==> src/rtl/sfa_pkg.sv <==
// Shared types and constants of the saturating fixed-point ALU.
package sfa_pkg;

  typedef enum logic [3:0] {
    OP_ADD     = 4'd0,
    OP_SUB     = 4'd1,
    OP_MUL     = 4'd2,
    OP_DIV     = 4'd3,
    OP_GT      = 4'd4,
    OP_LT      = 4'd5,
    OP_GE      = 4'd6,
    OP_LE      = 4'd7,
    OP_EQ      = 4'd8,
    OP_NE      = 4'd9,
    OP_MIN     = 4'd10,
    OP_MAX     = 4'd11,
    OP_INC     = 4'd12,
    OP_DEC     = 4'd13,
    OP_FROM_INT = 4'd14,
    OP_TO_INT  = 4'd15
  } sfa_op_e;

  typedef enum logic {
    REG_MAX_INT = 1'b0,
    REG_MIN_INT = 1'b1
  } sfa_reg_e;

  localparam logic [22:0]        MaxIntReset = 23'h7FFFFF;
  localparam logic signed [23:0] MinIntReset = 24'sh800000;
  localparam logic signed [63:0] Int32Max    = 64'sh0000_0000_7FFF_FFFF;
  localparam logic signed [63:0] Int32Min    = -64'sh0000_0000_8000_0000;

  typedef struct packed {
    logic signed [63:0] pre;
    logic               is_div;
    logic               sat_en;
    logic               cmp;
    logic               dz;
    logic               div_neg;
    logic               a_pos;
    logic               a_neg;
  } sfa_side_t;

endpackage

==> src/rtl/sfa_post.sv <==
// Back stages: quotient rounding and sign, saturation, output register.
module sfa_post #(
  parameter int unsigned FracBits = 8,
  localparam int unsigned NumW = 33 + FracBits
) (
  input  logic               clk_i,
  input  logic               rst_ni,
  input  logic               en_i,
  input  logic               valid_i,
  input  sfa_pkg::sfa_side_t side_i,
  input  logic [NumW-1:0]    quot_i,
  input  logic [22:0]        max_int_i,
  input  logic signed [23:0] min_int_i,
  output logic               valid_o,
  output logic [39:0]        word_o
);

  logic [NumW:0]      qr;
  logic signed [63:0] qs, val_d, val_q;
  sfa_pkg::sfa_side_t side_q;
  logic               va_q, vb_q;
  logic signed [63:0] hi_raw, lo_raw, hi, lo, res;
  logic               sat;
  logic [39:0]        word_q;

  always_comb begin
    qr    = ({1'b0, quot_i} + (NumW + 1)'(1)) >> 1;
    qs    = $signed(64'(qr));
    val_d = side_i.is_div ? (side_i.div_neg ? -qs : qs) : side_i.pre;
  end

  always_comb begin
    hi_raw = $signed(64'(max_int_i)) <<< FracBits;
    lo_raw = 64'(min_int_i) <<< FracBits;
    hi     = (hi_raw > sfa_pkg::Int32Max) ? sfa_pkg::Int32Max : hi_raw;
    lo     = (lo_raw < sfa_pkg::Int32Min) ? sfa_pkg::Int32Min : lo_raw;
    res    = val_q;
    sat    = 1'b0;
    if (side_q.dz) begin
      if (side_q.a_pos) begin
        res = hi;
        sat = 1'b1;
      end else if (side_q.a_neg) begin
        res = lo;
        sat = 1'b1;
      end else begin
        res = '0;
      end
    end else if (side_q.sat_en) begin
      if (val_q > hi) begin
        res = hi;
        sat = 1'b1;
      end else if (val_q < lo) begin
        res = lo;
        sat = 1'b1;
      end
    end
  end

  always_ff @(posedge clk_i or negedge rst_ni) begin
    if (!rst_ni) begin
      va_q <= 1'b0;
      vb_q <= 1'b0;
    end else if (en_i) begin
      va_q <= valid_i;
      vb_q <= va_q;
    end
  end

  always_ff @(posedge clk_i) begin
    if (en_i) begin
      val_q  <= val_d;
      side_q <= side_i;
      word_q <= {5'd0, side_q.dz, sat, side_q.cmp, res[31:0]};
    end
  end

  assign valid_o = vb_q;
  assign word_o  = word_q;

endmodule

==> config.mk <==
export PLATFORM = sky130hd
export DESIGN_NAME = sfa_post
export DESIGN_NICKNAME = d
export VERILOG_FILES = /design/src/rtl/sfa_pkg.sv /design/src/rtl/sfa_post.sv
export SDC_FILE = /design/constraint.sdc
export NUM_CORES = 1
export LEC_CHECK = 0
export BUFFER_PORTS_ARGS = -buffer_cell sky130_fd_sc_hd__buf_2
export CAP_MARGIN = 15
export CORE_ASPECT_RATIO = 0.9
export CORE_MARGIN = 5
export CORE_UTILIZATION = 51
export DETAILED_ROUTE_END_ITERATION = 8
export PLACE_DENSITY = 0.79
export SYNTH_ARGS = -nofsm -noshare
export SYNTH_HDL_FRONTEND = slang
export SYNTH_SLANG_ARGS = --single-unit
==> constraint.sdc <==
create_clock -name clk_i -period 2.8 [get_ports clk_i]
set_input_delay 0.28 -clock clk_i [delete_from_list [all_inputs] [get_ports clk_i]]
set_output_delay 0.28 -clock clk_i [all_outputs]
set_load 0.02 [all_outputs]
==> reports/metrics.csv <==
metric,value,unit
gp_congestion,0.989,
grt_usage,0.276,
cts.sinks,106,
dieArea,0.0224,sq mm
vias,10226,
viasPerCell,6.08,
hpwl,25.4,mm
layout_commonest_cell,buf_2,
setup_violations,23,
yosys_register_bits,106,
worstHoldPathType,in -> reg,
core_area,0.0192,sq mm
antenna_found_initial,0,
finalWirelength,32.6,mm
fin_crit,2.89,ns
antenna_cells,0,
timing.fmax,346,MHz
hold_viol_final,0,
clk_pin_slew,0.07,ns
final_max_slew_viol_count,0,
cts_tree,built,
fin_ws,-0.0926,ns
worstSetupEndpointType,flop,
ys.flop_type,edfxtp_1,
avgSynthCellArea,8.99,sq um
drc,0,
peakVddDrop,0.401,mV
num-nets-final,1671,
placed_cell_area,0.0125,sq mm
outcome,"complete, but fails checks",
critical_path.max_fanout,25,
synthesis.area,0.00993,sq mm
chipHeight,142,microns
die_w,157,microns
area_growth,32.3,%
grt_pass1_wl,49.7,mm
drtIter0Drc,1006,
synthCells,1104,
start_kind,flop,
min_period_over_period,1.03,
synth.distinct_cells,80,
wire_per_inst,19.4,microns
grt_max_degree,53,
tightest_slew,1.01,ns
grt_pass1_vias,9621,
final_antenna_net_count,0,
fin_skew,0.0111,ns
slew_headroom,0.327,
async_flop_share,0.0189,
violations,negative setup slack,
crit_required,2.91,ns
synth_seq_area_share,0.320,
leakage,5.71,nW
p_per_area,389,mW/mm^2
dr.pass1.iters,6,
num_rows,48,
nFillCells,1444,
rsz0062_at_grt,yes,
overflow,0,
drive_above_1_share,0.346,
synth-edff-count,104,
htree_num_levels,3,
io_pins,204,
clockBufferDepth,2,
yosysWarnings,0,
fin_area,0.0131,sq mm
port_buffers,198,
path_class,reg -> reg,
cap_viol_max_count,0,
cts_root_buf,clkbuf_16,
insertion_delay,0.36,ns
cts_buffers,9,
total_power,5.11,mW
initial_utilization,0.518,
final_cell_mix,"buf_2, buf_4, edfxtp_1",
arrival,3.00,ns
routing by layer:
layer	up-vias	share of wire	GRT usage
met4	0	0.031	0.0896
met3	85	0.095	0.0450
met5	-	0	0
li1	4828	-	-
met1	4739	0.40	0.371
met2	574	0.47	0.459
repair_timing:
item / 4_1_cts / 5_1_grt
hold buffers: 1 / 0
endpoints found under the hold margin: 2 / 0
gates resized for setup: 5 / 39
pin swaps: 0 / 11
cloned: 0 / 1
buffers inserted: 0 / 2
endpoints found under the setup margin: 30 / 73
cell type report:
cell class,count,area (sq um),share of cell area
Inverter,85,323,0.0246
Clock inverter,5,62.6,0.00476
Multi-Input combinational cell,841,6480,0.494
Clock buffer,11,233,0.0177
Tap cell,250,313,0.0238
Timing Repair Buffer,385,2540,0.194
Sequential cell,106,3170,0.242
where the power goes:
group / total (mW) / switching (mW) / internal, mW
Sequential: 2.07 / 0.122 / 1.95
Combinational: 1.75 / 0.960 / 0.793
Clock: 1.29 / 0.591 / 0.700
path summary, 6_finish.rpt:
| path | from | endpoint | cells after the start | slack [ns] |
|---|---|---|---|---|
| worst max-delay path | val_q[9]$_DFFE_PP_ | word_o[28]$_DFFE_PP_ | 11 | -0.09 |
| worst min-delay path | side_i[4] | side_q[4]$_DFFE_PP_ | 1 | 0.1 |
| worst max register to register | val_q[9]$_DFFE_PP_ | word_o[28]$_DFFE_PP_ | 11 | -0.09 |
| worst min register to register | side_q[4]$_DFFE_PP_ | word_o[32]$_DFFE_PP_ | 0 | 0.43 |
| max in group asynchronous | rst_ni | valid_o$_DFFE_PN0P_ | 2 | 2.45 |
| min in group asynchronous | rst_ni | va_q$_DFFE_PN0P_ | 2 | 0.25 |
Yosys cell counts (5+ instances only):
library cell | number | share of area
nor3b_1 | 9 | 0.0068
o211ai_1 | 11 | 0.0083
a31oi_1 | 6 | 0.0038
or3_1 | 10 | 0.0063
nand3_1 | 22 | 0.011
nor2_1 | 36 | 0.014
edfxtp_1 | 104 | 0.31
nand2_1 | 99 | 0.037
mux2_2 | 28 | 0.032
inv_1 | 83 | 0.031
xor2_1 | 18 | 0.016
and2_1 | 11 | 0.0069
ha_1 | 80 | 0.10
a21o_1 | 12 | 0.0091
o31ai_1 | 5 | 0.0038
buf_4 | 6 | 0.0045
and3_1 | 8 | 0.0050
nand2b_1 | 6 | 0.0038
nor3_1 | 32 | 0.016
nor2b_1 | 18 | 0.011
xnor2_1 | 45 | 0.040
a31o_2 | 7 | 0.0062
a21oi_1 | 46 | 0.023
clkbuf_1 | 47 | 0.018
a32o_1 | 22 | 0.022
o21ai_0 | 77 | 0.039
nor4_1 | 23 | 0.014
a211o_1 | 13 | 0.011
nand4_1 | 54 | 0.034
and4_1 | 16 | 0.014
o21a_1 | 27 | 0.020
buf_2 | 18 | 0.0091
nand4b_1 | 24 | 0.021
registers in the layout, indices dropped and copies added, names as in the netlist:
name,flops
val_q,64
word_o,35
side_q,5
va_q,1
valid_o,1
worst max-delay path: stages (launching register included):
cell       delay (ns)
edfxtp_1         0.48
buf_6            0.17
ha_4             0.21
a2111oi_4        0.30
nor4_2           0.10
o211a_1          0.27
o2111a_1         0.27
buf_6            0.13
o21ai_4          0.13
buf_12           0.18
nand4_1          0.13
a32o_1           0.25
kinds of logic (layout without fill, tap and decap cells):
family	after synthesis	in the layout	synth area share
AOI/OAI and AO/OA	263	263	0.183
muxes	32	32	0.0363
buffers and inverters	162	486	0.0660
DFF	106	106	0.320
adders and majority gates	80	80	0.101
xor gates and xnor gates	63	63	0.0556
other	1	5	0.000378
and+or+nand+nor	397	398	0.238
through the flow:
| step | setup TNS [ns] | instances | setup slack (ns) | hold WS (ns) | util |
|---|---|---|---|---|---|
| 3_3_place_gp | -12.89 | 1663 | -0.254 | 0.0651 | 0.654 |
| 2_1_floorplan | -7.08 | 1108 | -0.233 | -0.0156 | - |
| 4_1_cts | -0.00491 | 1680 | -0.00491 | 0.0933 | 0.672 |
| 3_5_place_dp | -16.87 | 1663 | -0.304 | 0.0712 | 0.654 |
| 5_1_grt | -4.83 | 1683 | -0.234 | 0.0955 | 0.685 |
| 6_report | -1.19 | 1683 | -0.0926 | 0.0990 | 0.685 |
No activity file was read; power rests on OpenSTA's default activity.
