$ cat config.mk
export PLATFORM = sky130hd
export DESIGN_NAME = sfa_front
export DESIGN_NICKNAME = d
export VERILOG_FILES = /design/src/rtl/sfa_pkg.sv /design/src/rtl/sfa_front.sv
export SDC_FILE = /design/constraint.sdc
export NUM_CORES = 2
export LEC_CHECK = 0
export CORE_MARGIN = 2
export CORE_UTILIZATION = 50
export CTS_BUF_LIST = sky130_fd_sc_hd__clkbuf_8
export DETAILED_ROUTE_END_ITERATION = 10
export DONT_BUFFER_PORTS = 1
export PLACE_DENSITY = 0.63
export SKIP_LAST_GASP = 1
export SLEW_MARGIN = 20
export SYNTH_ARGS = -nofsm -noshare
export SYNTH_HDL_FRONTEND = slang
export SYNTH_SLANG_ARGS = --single-unit
$ cat constraint.sdc
create_clock -name clk_i -period 17.1 [get_ports clk_i]
set_input_delay 0.855 -clock clk_i [delete_from_list [all_inputs] [get_ports clk_i]]
set_output_delay 0.855 -clock clk_i [all_outputs]
set_load 0.05 [all_outputs]
$ cat src/rtl/sfa_pkg.sv
// Shared types and constants of the saturating fixed-point ALU.
package sfa_pkg;

  typedef enum logic [3:0] {
    OP_ADD     = 4'd0,
    OP_SUB     = 4'd1,
    OP_MUL     = 4'd2,
    OP_DIV     = 4'd3,
    OP_GT      = 4'd4,
    OP_LT      = 4'd5,
    OP_GE      = 4'd6,
    OP_LE      = 4'd7,
    OP_EQ      = 4'd8,
    OP_NE      = 4'd9,
    OP_MIN     = 4'd10,
    OP_MAX     = 4'd11,
    OP_INC     = 4'd12,
    OP_DEC     = 4'd13,
    OP_FROM_INT = 4'd14,
    OP_TO_INT  = 4'd15
  } sfa_op_e;

  typedef enum logic {
    REG_MAX_INT = 1'b0,
    REG_MIN_INT = 1'b1
  } sfa_reg_e;

  localparam logic [22:0]        MaxIntReset = 23'h7FFFFF;
  localparam logic signed [23:0] MinIntReset = 24'sh800000;
  localparam logic signed [63:0] Int32Max    = 64'sh0000_0000_7FFF_FFFF;
  localparam logic signed [63:0] Int32Min    = -64'sh0000_0000_8000_0000;

  typedef struct packed {
    logic signed [63:0] pre;
    logic               is_div;
    logic               sat_en;
    logic               cmp;
    logic               dz;
    logic               div_neg;
    logic               a_pos;
    logic               a_neg;
  } sfa_side_t;

endpackage

$ cat src/rtl/sfa_front.sv
// Front stages: operand capture, multiply, per-opcode pre-result and divider setup.
module sfa_front #(
  parameter int unsigned FracBits = 8,
  localparam int unsigned NumW = 33 + FracBits
) (
  input  logic               clk_i,
  input  logic               rst_ni,
  input  logic               en_i,
  input  logic               valid_i,
  input  sfa_pkg::sfa_op_e   op_i,
  input  logic signed [31:0] a_i,
  input  logic signed [31:0] b_i,
  output logic               valid_o,
  output sfa_pkg::sfa_side_t side_o,
  output logic [NumW-1:0]    num_o,
  output logic [31:0]        den_o
);

  logic               v1_q, v2_q;
  sfa_pkg::sfa_op_e   op1_q;
  logic signed [31:0] a1_q, b1_q;
  logic signed [63:0] prod1_q;

  sfa_pkg::sfa_side_t side_d, side_q;
  logic [NumW-1:0]    num_d, num_q;
  logic [31:0]        den_d, den_q;

  logic signed [63:0] a64, b64, mul_v;
  logic [63:0]        pmag, mr;
  logic [31:0]        amag;

  always_ff @(posedge clk_i or negedge rst_ni) begin
    if (!rst_ni) begin
      v1_q <= 1'b0;
      v2_q <= 1'b0;
    end else if (en_i) begin
      v1_q <= valid_i;
      v2_q <= v1_q;
    end
  end

  always_ff @(posedge clk_i) begin
    if (en_i) begin
      op1_q   <= op_i;
      a1_q    <= a_i;
      b1_q    <= b_i;
      prod1_q <= 64'(a_i) * 64'(b_i);
      side_q  <= side_d;
      num_q   <= num_d;
      den_q   <= den_d;
    end
  end

  always_comb begin
    a64   = 64'(a1_q);
    b64   = 64'(b1_q);
    pmag  = prod1_q[63] ? 64'(-prod1_q) : 64'(prod1_q);
    mr    = (pmag + (64'd1 << (FracBits - 1))) >> FracBits;
    mul_v = prod1_q[63] ? -$signed(mr) : $signed(mr);
    amag  = a1_q[31] ? 32'(-a1_q) : 32'(a1_q);

    side_d         = '0;
    side_d.is_div  = (op1_q == sfa_pkg::OP_DIV);
    side_d.dz      = (op1_q == sfa_pkg::OP_DIV) && (b1_q == 32'sd0);
    side_d.div_neg = a1_q[31] ^ b1_q[31];
    side_d.a_pos   = (a1_q > 32'sd0);
    side_d.a_neg   = a1_q[31];
    num_d          = {amag, {(FracBits + 1){1'b0}}};
    den_d          = b1_q[31] ? 32'(-b1_q) : 32'(b1_q);

    case (op1_q)
      sfa_pkg::OP_ADD:      begin side_d.pre = a64 + b64; side_d.sat_en = 1'b1; end
      sfa_pkg::OP_SUB:      begin side_d.pre = a64 - b64; side_d.sat_en = 1'b1; end
      sfa_pkg::OP_MUL:      begin side_d.pre = mul_v;     side_d.sat_en = 1'b1; end
      sfa_pkg::OP_DIV:      side_d.sat_en = 1'b1;
      sfa_pkg::OP_GT:       side_d.cmp = (a1_q > b1_q);
      sfa_pkg::OP_LT:       side_d.cmp = (a1_q < b1_q);
      sfa_pkg::OP_GE:       side_d.cmp = (a1_q >= b1_q);
      sfa_pkg::OP_LE:       side_d.cmp = (a1_q <= b1_q);
      sfa_pkg::OP_EQ:       side_d.cmp = (a1_q == b1_q);
      sfa_pkg::OP_NE:       side_d.cmp = (a1_q != b1_q);
      sfa_pkg::OP_MIN:      side_d.pre = (a1_q < b1_q) ? a64 : b64;
      sfa_pkg::OP_MAX:      side_d.pre = (a1_q > b1_q) ? a64 : b64;
      sfa_pkg::OP_INC:      begin side_d.pre = a64 + 64'sd1; side_d.sat_en = 1'b1; end
      sfa_pkg::OP_DEC:      begin side_d.pre = a64 - 64'sd1; side_d.sat_en = 1'b1; end
      sfa_pkg::OP_FROM_INT: begin side_d.pre = a64 <<< FracBits; side_d.sat_en = 1'b1; end
      default:              side_d.pre = a64 >>> FracBits;
    endcase
  end

  assign valid_o = v2_q;
  assign side_o  = side_q;
  assign num_o   = num_q;
  assign den_o   = den_q;

endmodule

==> results.md <==
* Status: finished clean
* Total gr overflow at 0
* Cell Rows at 124
* Sequential cell area at 0.00807 mm^2
* Fill cells at 10600
* Core ar. at 0.114 mm^2
* Synth Flop Type: edfxtp_1
* Iter 0 DRT Violations at 3638
* Fin crit period at 8.35 ns
* Kind of critical path: in2reg
* Ys Warns at 0
* Largest delay contributor family on the critical path: adder cells
* Area contributors post-synth: fa_1, edfxtp_1, inv_1
* CTS tree: done
* Worst Setup Start Kind: input pin
* Clk_lat worst skew at 0.65 ns
* Area growth syn-to-layout at 3.04%
* Htree depth at 2
* Largest net degree at the start of global routing at 270
* RSZ-0062 raised after global routing: no
* Initial antenna violation count at 8
* Synth cell types at 103
* First-pass GRT wire length at 277000 um
* Tcrit/Tclk final at 48.8%
* Finish-stage setup viols at 0
* Max cap viols at 0
* Port bufs at 0
* Crit Path Max Fanout at 33
* EDFF count, synth at 267
* Bufs on Longest Clock Path at 3
* CP bufs+invs at 4
* Layout Nets at 7318
* Die width at 343 um
* Die ar. at 0.118 mm^2
* R2R Path Start: prod1_q[4]$_DFFE_PP_
* DR pass1 iterations at 6
* Leading area contributor after synthesis: fa_1
* Final HPWL DP at 134000 um
* Post-CTS setup buffers at 0
* Post-route ant nets at 0
* Proportion of layout cells with a drive suffix above 1 at 2.86%
* Post-route DRC at 0
* Crit path top cell by count: fa_1
* Routability Congestion at 0.936
* Chip height at 343 um
* Most frequent cells in the layout: fa_1, inv_1, nand2_1
* Synth top area share at 37.7%
* Mapped cell area at 0.0576 mm^2
* Synthesized flop and latch total at 269
* I/O pin total at 217
* Post-Syn Area per Cell at 9.29 um^2
* Num CTS Buffers at 44
* Footprint of the multi-input gates at 0.0442 mm^2
* Number of global-route vias before repair at 46300
* Crit. End Element: flop
* Rel. slew slack at 23.7%
* Hold Startpoint: a_i[3]
* Initial Util at 50.3%
* Fin. max-slew vios at 0
* Worst path max stage delay at 0.60 ns
* Via count at 44100
* Mapped Cells at 6199
* DR WL/cell at 23.9 um
* Post-synth ARST share at 0.743%
* Worst slew pin tran at 1.14 ns
* Worst min path class: in2reg
* Setup TNS at 0 ns
* Most common cell after layout, fill and taps aside: fa_1
* Vias per inst at 5.92
* Root Driver: clkbuf_8
* Final Hold Violating Endpoints at 0
* Final worst clock skew at 0.0370 ns
* CTS sink count at 269
* Critical-path top delay cell: fa_1
* Worst setup startpoint: b_i[8]
* All-layer global routing usage at 30.8%
* WP data arrival at 8.72 ns
* Seq/Total Area, Yosys at 14.0%
* Clock Pin Slew Worst Setup and Hold Paths at 0.06 ns
* Final wirelength at 178000 um
* R2R setup slack at 9.88 ns
* Max Clk Rate at 120 MHz
* Post-cts sizing count at 0
* Critical path required time at 17.46 ns
kinds of logic after synthesis:
logic type | Yosys count | synth area share [%]
DFF | 269 | 14.0
muxes | 56 | 1.03
buffers and inverters | 1424 | 9.39
AOI/OAI and AO/OA | 882 | 10.6
adders and majority gates | 1337 | 43.2
xor gates and xnor gates | 306 | 4.68
and+or+nand+nor | 1924 | 17.1
other | 1 | 0.00651
what timing repair did:
| item | CTS | global route |
|---|---|---|
| setup endpoints to repair | 0 | 0 |
| hold endpoints to repair | 2 | 0 |
| hold buffers | 1 | 0 |
worst register-to-register path, delay by kind of cell, from the launching register on:
family	cells	cell delay [ns]
DFF	1	0.37
xor gates and xnor gates	1	0.16
adders and majority gates	1	0.29
AOI/OAI and AO/OA	6	2.25
and+or+nand+nor	8	3.69
muxes	1	0.16
per-layer routing:
metal | track usage, % | share of wire (%)
met1 | 42.4 | 42
met2 | 49.4 | 46
met3 | 5.93 | 9.2
met4 | 9.54 | 3.5
met5 | 0 | 0.012
registers in the layout, indices dropped and copies added (netlist names):
register / flops
side_o: 71
prod1_q: 64
a1_q: 32
b1_q: 32
den_o: 32
num_o: 32
op1_q: 4
v1_q: 1
valid_o: 1
final timing paths:
check,to,depth (start not counted)
worst max-delay path,prod1_q[62]$_DFFE_PP_,27
worst min-delay path,a1_q[3]$_DFFE_PP_,0
worst max register to register,side_o[33]$_DFFE_PP_,17
worst min register to register,v1_q$_DFFE_PN0P_,1
max in group asynchronous,valid_o$_DFFE_PN0P_,1
min in group asynchronous,v1_q$_DFFE_PN0P_,1
cells in the mapped netlist, types with 28 or more instances:
master    instances
o221ai_1         43
a21oi_1         173
inv_1          1043
clkbuf_1        344
o21ai_0         178
nand4_1          35
nand2b_1         49
nor2_1          240
or3_1            43
nand2_1         668
nand3_1          80
ha_1            253
mux2i_1          50
nor2b_1          41
a21o_1           69
o31ai_1          46
and2_1          536
and3_1           28
edfxtp_1        267
xnor2_1         214
o21a_1           34
xor2_1           91
fa_1           1084
nor4_1           37
a31oi_1          31
nor3_1           69
metrics by stage:
step           instances  hold slack, ns  utilization [%]  instance area [um^2]  worst slack (ns)
2_1_floorplan       6207           0.475                -                 57600              8.73
3_3_place_gp        7374           0.486             51.0                 58300              8.25
3_5_place_dp        7374           0.495             51.0                 58300              8.14
4_1_cts             7453           0.264             51.9                 59300              8.81
5_1_grt             7454           0.285             51.9                 59300              8.35
6_report            7455           0.319             51.9                 59300              8.75
final cells by class:
class / count / share of cell area [%]
antenna: 2 / 0.00844
timing repair buffer: 37 / 0.494
clock buffer: 48 / 1.11
sequential: 269 / 13.6
clock inverter: 30 / 0.532
tap: 1512 / 3.19
inverter: 1043 / 6.60
multi-input combinational: 4514 / 74.5
Power is left out: the tool's default activity adds up to more than one toggle a clock period on the data nets, which glitch-free logic cannot reach.
